File: src/hw/rtl/fbpa_pkg.sv
// ----------------------------------------------------------------------------
// fbpa_pkg
// Shared widths, codes and types of the fixed block pool allocator.
// ----------------------------------------------------------------------------
package fbpa_pkg;

	localparam int ADDR_W   = 32;
	localparam int CNT_W    = 11;
	localparam int UNITS_W  = 13;
	localparam int STATUS_W = 4;
	localparam int CFG_IDX_W = 2;

	localparam int DEF_MAX_BLOCKS  = 1024;
	localparam int DEF_ALIGN_BYTES = 8;
	localparam int RESET_BLOCK_COUNT = 1024;

	localparam logic OCC_EMPTY    = 1'b0;
	localparam logic OCC_OCCUPIED = 1'b1;

	localparam logic CMD_ALLOC = 1'b0;
	localparam logic CMD_FREE  = 1'b1;

	localparam logic [CFG_IDX_W-1:0] REG_BLOCK_COUNT = 2'd0;
	localparam logic [CFG_IDX_W-1:0] REG_BLOCK_UNITS = 2'd1;
	localparam logic [CFG_IDX_W-1:0] REG_REGION_BASE = 2'd2;

	localparam logic [STATUS_W-1:0] STAT_OK           = 4'd0;
	localparam logic [STATUS_W-1:0] STAT_NO_SPACE     = 4'd1;
	localparam logic [STATUS_W-1:0] STAT_STACK_EMPTY  = 4'd2;
	localparam logic [STATUS_W-1:0] STAT_SLOT_BUSY    = 4'd3;
	localparam logic [STATUS_W-1:0] STAT_POOL_EMPTY   = 4'd4;
	localparam logic [STATUS_W-1:0] STAT_BELOW        = 4'd5;
	localparam logic [STATUS_W-1:0] STAT_BEYOND       = 4'd6;
	localparam logic [STATUS_W-1:0] STAT_MISALIGNED   = 4'd7;
	localparam logic [STATUS_W-1:0] STAT_ALREADY_FREE = 4'd8;
	localparam logic [STATUS_W-1:0] STAT_STACK_FULL   = 4'd9;

	typedef struct packed {
		logic             done;
		logic             exact;
		logic [CNT_W-1:0] quotient;
	} div_res_t;

endpackage

File: src/hw/rtl/fbpa_divider.sv
// ----------------------------------------------------------------------------
// fbpa_divider
// Restoring divider, one quotient bit per cycle, for a dividend known to give
// a quotient that fits in the count width. Reports quotient and exactness.
// ----------------------------------------------------------------------------
module fbpa_divider #(
	parameter int DIVISOR_W = 16
) (
	input  logic                                      clk,
	input  logic                                      arst_n,
	input  logic                                      start,
	input  logic [DIVISOR_W+fbpa_pkg::CNT_W-1:0]      dividend,
	input  logic [DIVISOR_W-1:0]                      divisor,
	output fbpa_pkg::div_res_t                        res
);
	import fbpa_pkg::*;

	localparam int QW    = CNT_W;
	localparam int STEPW = $clog2(QW + 1);

	logic [DIVISOR_W-1:0] rem_q;
	logic [QW-1:0]        quo_q;
	logic [STEPW-1:0]     step_q;
	logic                 busy_q;
	logic                 done_q;
	logic [DIVISOR_W:0]   trial;
	logic                 ge;
	logic [DIVISOR_W:0]   diff;

	always_comb begin
		trial = {rem_q, quo_q[QW-1]};
		diff  = trial - {1'b0, divisor};
		ge    = (trial >= {1'b0, divisor});
	end

	always_ff @(posedge clk or negedge arst_n) begin
		if (!arst_n) begin
			busy_q <= 1'b0;
			done_q <= 1'b0;
			step_q <= '0;
		end else begin
			done_q <= 1'b0;
			if (start) begin
				busy_q <= 1'b1;
				step_q <= STEPW'(QW);
			end else if (busy_q) begin
				step_q <= step_q - 1'b1;
				if (step_q == STEPW'(1)) begin
					busy_q <= 1'b0;
					done_q <= 1'b1;
				end
			end
		end
	end

	always_ff @(posedge clk) begin
		if (start) begin
			rem_q <= dividend[DIVISOR_W+QW-1:QW];
			quo_q <= dividend[QW-1:0];
		end else if (busy_q) begin
			rem_q <= ge ? diff[DIVISOR_W-1:0] : trial[DIVISOR_W-1:0];
			quo_q <= {quo_q[QW-2:0], ge};
		end
	end

	assign res.done     = done_q;
	assign res.exact    = (rem_q == '0);
	assign res.quotient = quo_q;

endmodule

File: config.mk
export PLATFORM = sky130hd
export DESIGN_NAME = fbpa_divider
export DESIGN_NICKNAME = d
export VERILOG_FILES = /design/src/hw/rtl/fbpa_pkg.sv /design/src/hw/rtl/fbpa_divider.sv
export SDC_FILE = /design/constraint.sdc
export NUM_CORES = 1
export LEC_CHECK = 0
export BUFFER_PORTS_ARGS = -buffer_cell sky130_fd_sc_hd__buf_2
export CORE_MARGIN = 3
export CORE_UTILIZATION = 35
export DETAILED_ROUTE_END_ITERATION = 10
export GPL_TIMING_DRIVEN = 0
export HOLD_SLACK_MARGIN = 0.15
export SETUP_SLACK_MARGIN = 0.02
export SYNTH_ARGS = -nofsm -noshare
export SYNTH_HDL_FRONTEND = slang
export SYNTH_SLANG_ARGS = --single-unit
export TNS_END_PERCENT = 50
File: constraint.sdc
create_clock -name clk -period 5 [get_ports clk]
set_input_delay 0.5 -clock clk [delete_from_list [all_inputs] [get_ports clk]]
set_output_delay 0.5 -clock clk [all_outputs]
set_load 0.03 [all_outputs]
==> metrics.md <==
| Metric | Value |
|---|---|
| Main flop type after synthesis | `edfxtp_1` |
| Crit path max fanout | `3` |
| First-pass GRT wire length | `11.7 mm` |
| P_int | `just over 900 µW` |
| CP Launch Type | `register` |
| Netlist cell types | `56` |
| Min-Delay Path Class | `in -> reg` |
| Initial DRT Pass Iterations | `4` |
| Period minus WS final | `~3100 ps` |
| WS Path Type | `reg -> reg` |
| Iter 0 DRT Violations | `150` |
| Die width | `between 90 and 100 µm` |
| Routability cong. | `roughly 0.85` |
| Fill count | `roughly 750` |
| Die height | `92.8 µm` |
| Leakage power | `1.37 nW` |
| Worst setup margin | `between 1500 and 2000 ps` |
| Setup bufs post-CTS | `0` |
| Die area | `8610 µm²` |
| Dpl hpwl | `around 5.6 mm` |
| Post-synthesis sequential area ratio | `36.4%` |
| CTS max path bufs | `2` |
| Post-Syn Instances | `279` |
| Synthesized area per cell | `9.45 µm²` |
| Endpoint class of the critical path | `register` |
| PortBufs | `58` |
| Antenna Violating Nets Remaining | `0` |
| Post_cts resized | `0` |
| Peak supply drop | `231 µV` |
| Clock root buffer | `clkbuf_8` |
| Final Setup Violations | `0` |
| Worst slack at placement | `1860 ps` |
| Final cycle utilization of the critical path | `62.7%` |
| Async set or reset register ratio after synthesis | `18.2%` |
| Gate power share | `between 50% and 60%` |
| Largest net degree at the start of global routing | `28` |
| Slew @ Worst Pin | `700 ps` |
| Post-Syn Area | `2640 µm²` |
| Switching power total | `746 µW` |
| Clock sink count | `33` |
| FMAX | `0.319 GHz` |
| Fin nets | `410` |
| Clock Power Share | `15.9%` |
| Cell Pwr Density | `529 nW/µm²` |
| Critical Path RT | `5030 ps` |
| Synth warnings | `0` |
| Tot GR Track Use | `~17%` |
| Synth Register Bits | `33` |
| Core Region | `7290 µm²` |
| Clk_lat worst skew | `approximately 290 ps` |
| Layout cells sized above 1 | `25.4%` |
| Vias in the first global route | `roughly 2400` |
| TritonCTS clock tree | `done` |
| Antenna Cells | `0` |
| Routed Wire Length | `7.36 mm` |
| Initial core utilization | `36.2%` |
| RSZ-0062 raised after global routing | `no` |
| Max_cap viols | `0` |
| Critical Path AT | `3170 ps` |
| TNS Setup | `0 ps` |
| Post-route DRC | `0` |
| Relative slew slack | `53.0%` |
| Initial antenna violation count | `0` |
| Slew Limit Fails | `0` |
| Cells after DPL | `436` |
| Total gr overflow | `0` |
| Reg power frac | `29.1%` |
| Worst-path clk slew | `70 ps` |
| Routed vias/inst | `5.51` |
| Switch share | `44.4%` |
| Final Non-Filler Cells | `445` |
| CTS Buf Count | `5` |
| Std cell rows | `31` |
| Clk_skew | `4.28 ps` |
| Vias | `2450` |
| Total power | `1.68 mW` |
| Area growth, synth to finish | `20.5%` |
| Synthesized Nets | `344` |
| Outcome | `finished, final reports clean` |
| Post-synth EDFFs | `27` |
| I/O pin count | `59` |
| Final Hold Fails | `0` |
| Min Hold Slack | `498 ps` |
| Avg WL per Cell | `16.5 µm` |
| H-Tree Depth | `2` |
[layer usage]
layer	wire length, µm	vias to the layer above	global-route usage (%)
met5	0	-	0
met4	89	0	5.13
met3	541	6	3.90
met2	3470	88	28.2
met1	3250	1156	22.7
li1	-	1200	-
[cell usage after synthesis (2+ instances only)]
| library cell | n | area share, % |
|---|---|---|
| a211oi_1 | 6 | 1.7 |
| a21o_1 | 8 | 2.3 |
| a21oi_1 | 14 | 2.7 |
| a311o_1 | 2 | 0.76 |
| a311oi_1 | 2 | 0.66 |
| a31oi_1 | 4 | 0.95 |
| a41oi_1 | 3 | 1.0 |
| and2_1 | 5 | 1.2 |
| and3_1 | 4 | 0.95 |
| buf_2 | 3 | 0.57 |
| clkbuf_1 | 10 | 1.4 |
| dfrtp_1 | 6 | 5.7 |
| edfxtp_1 | 27 | 31 |
| ha_1 | 18 | 8.5 |
| inv_1 | 21 | 3.0 |
| mux2_2 | 12 | 5.1 |
| nand2_1 | 23 | 3.3 |
| nand3_1 | 5 | 0.95 |
| nand4_1 | 9 | 2.1 |
| nor2_1 | 17 | 2.4 |
| nor3_1 | 7 | 1.3 |
| nor4_1 | 6 | 1.4 |
| nor4b_1 | 2 | 0.66 |
| o211ai_1 | 4 | 1.1 |
| o21a_1 | 2 | 0.57 |
| o21ai_0 | 9 | 1.7 |
| o21bai_1 | 2 | 0.57 |
| o311ai_0 | 5 | 1.7 |
| o31ai_1 | 6 | 1.7 |
| or3_1 | 2 | 0.47 |
| xnor2_1 | 4 | 1.3 |
| xor2_1 | 7 | 2.3 |
[path summary, 6_finish.rpt]
path | startpoint | to | slack, ps | cells after the start
worst max-delay path | quo_q[10] | rem_q[14] | 1870 | 10
worst min-delay path | dividend[19] | rem_q[8] | 500 | 3
worst max register to register | quo_q[10] | rem_q[14] | 1870 | 10
worst min register to register | step_q[3] | step_q[3] | 540 | 2
max in group asynchronous | arst_n | step_q[1] | 4290 | 2
min in group asynchronous | arst_n | busy_q | 560 | 2
[power groups by stage]
stage / sequential [mW] / clock (mW) / combinational (mW)
floorplan: 0.487 / 0 / 0.673
global placement: 0.494 / 0 / 0.903
detailed placement: 0.493 / 0 / 0.906
CTS: 0.488 / 0.273 / 0.913
global route: 0.499 / 0.286 / 1.02
finish: 0.490 / 0.268 / 0.924
[stage by stage]
stage / util, % / cell area [µm²]
after floorplan: - / 2640
after global placement: 41.8 / 3050
after global routing: 43.6 / 3180
after CTS: 43.6 / 3180
final: 43.6 / 3180
after detailed placement: 41.8 / 3050
[worst max-delay path, cell delays in order, from the launching register on]
cell and delay, ps:
edfxtp_1 440, inv_1 80, ha_1 140, inv_1 50, fa_1 420, a211oi_1 350
o21ai_0 250, and3_1 270, or4_1 480, a31oi_1 250, a211oi_1 130
[cell usage in the layout, fill, tap and decap left out, types with 3 or more instances in the layout]
cell type / count
a211oi_1: 6
a21o_1: 8
a21oi_1: 14
a31oi_1: 4
a41oi_1: 3
and2_1: 5
and3_1: 4
buf_2: 61
clkbuf_1: 11
clkbuf_8: 6
dfrtp_1: 6
edfxtp_1: 27
ha_1: 18
inv_1: 21
mux2_2: 12
nand2_1: 23
nand3_1: 5
nand4_1: 9
nor2_1: 17
nor3_1: 7
nor4_1: 6
o211ai_1: 4
o21ai_0: 9
o311ai_0: 5
o31ai_1: 6
xnor2_1: 4
xor2_1: 7
[cell type report]
class,instances,area [µm²],share of cell area [%]
Sequential cell,33,961,30.2
Clock inverter,1,30.0,0.945
Clock buffer,7,86.3,2.72
Tap cell,99,124,3.90
Timing Repair Buffer,59,300,9.45
Inverter,21,78.8,2.48
Buffer,16,75.1,2.36
Multi-Input combinational cell,209,1520,47.9
[cell families after synthesis]
family                     after synthesis  share of synthesized area [%]
muxes                                   13                           5.51
xor gates and xnor gates                11                           3.65
AOI/OAI and AO/OA                       80                           22.6
buffers and inverters                   37                           5.84
adders and majority gates               19                           9.30
and+or+nand+nor                         86                           16.7
DFF                                     33                           36.4
[what timing repair did]
item	CTS	global route
endpoints found under the hold margin	6	0
setup endpoints to repair	0	0
hold buffers	1	0
[registers in the layout (all words and copies together), names as in the netlist]
name	cells
quo_q	11
step_q	4
busy_q	1
done_q	1
rem_q	16
Power figures use the tool's default switching activity.
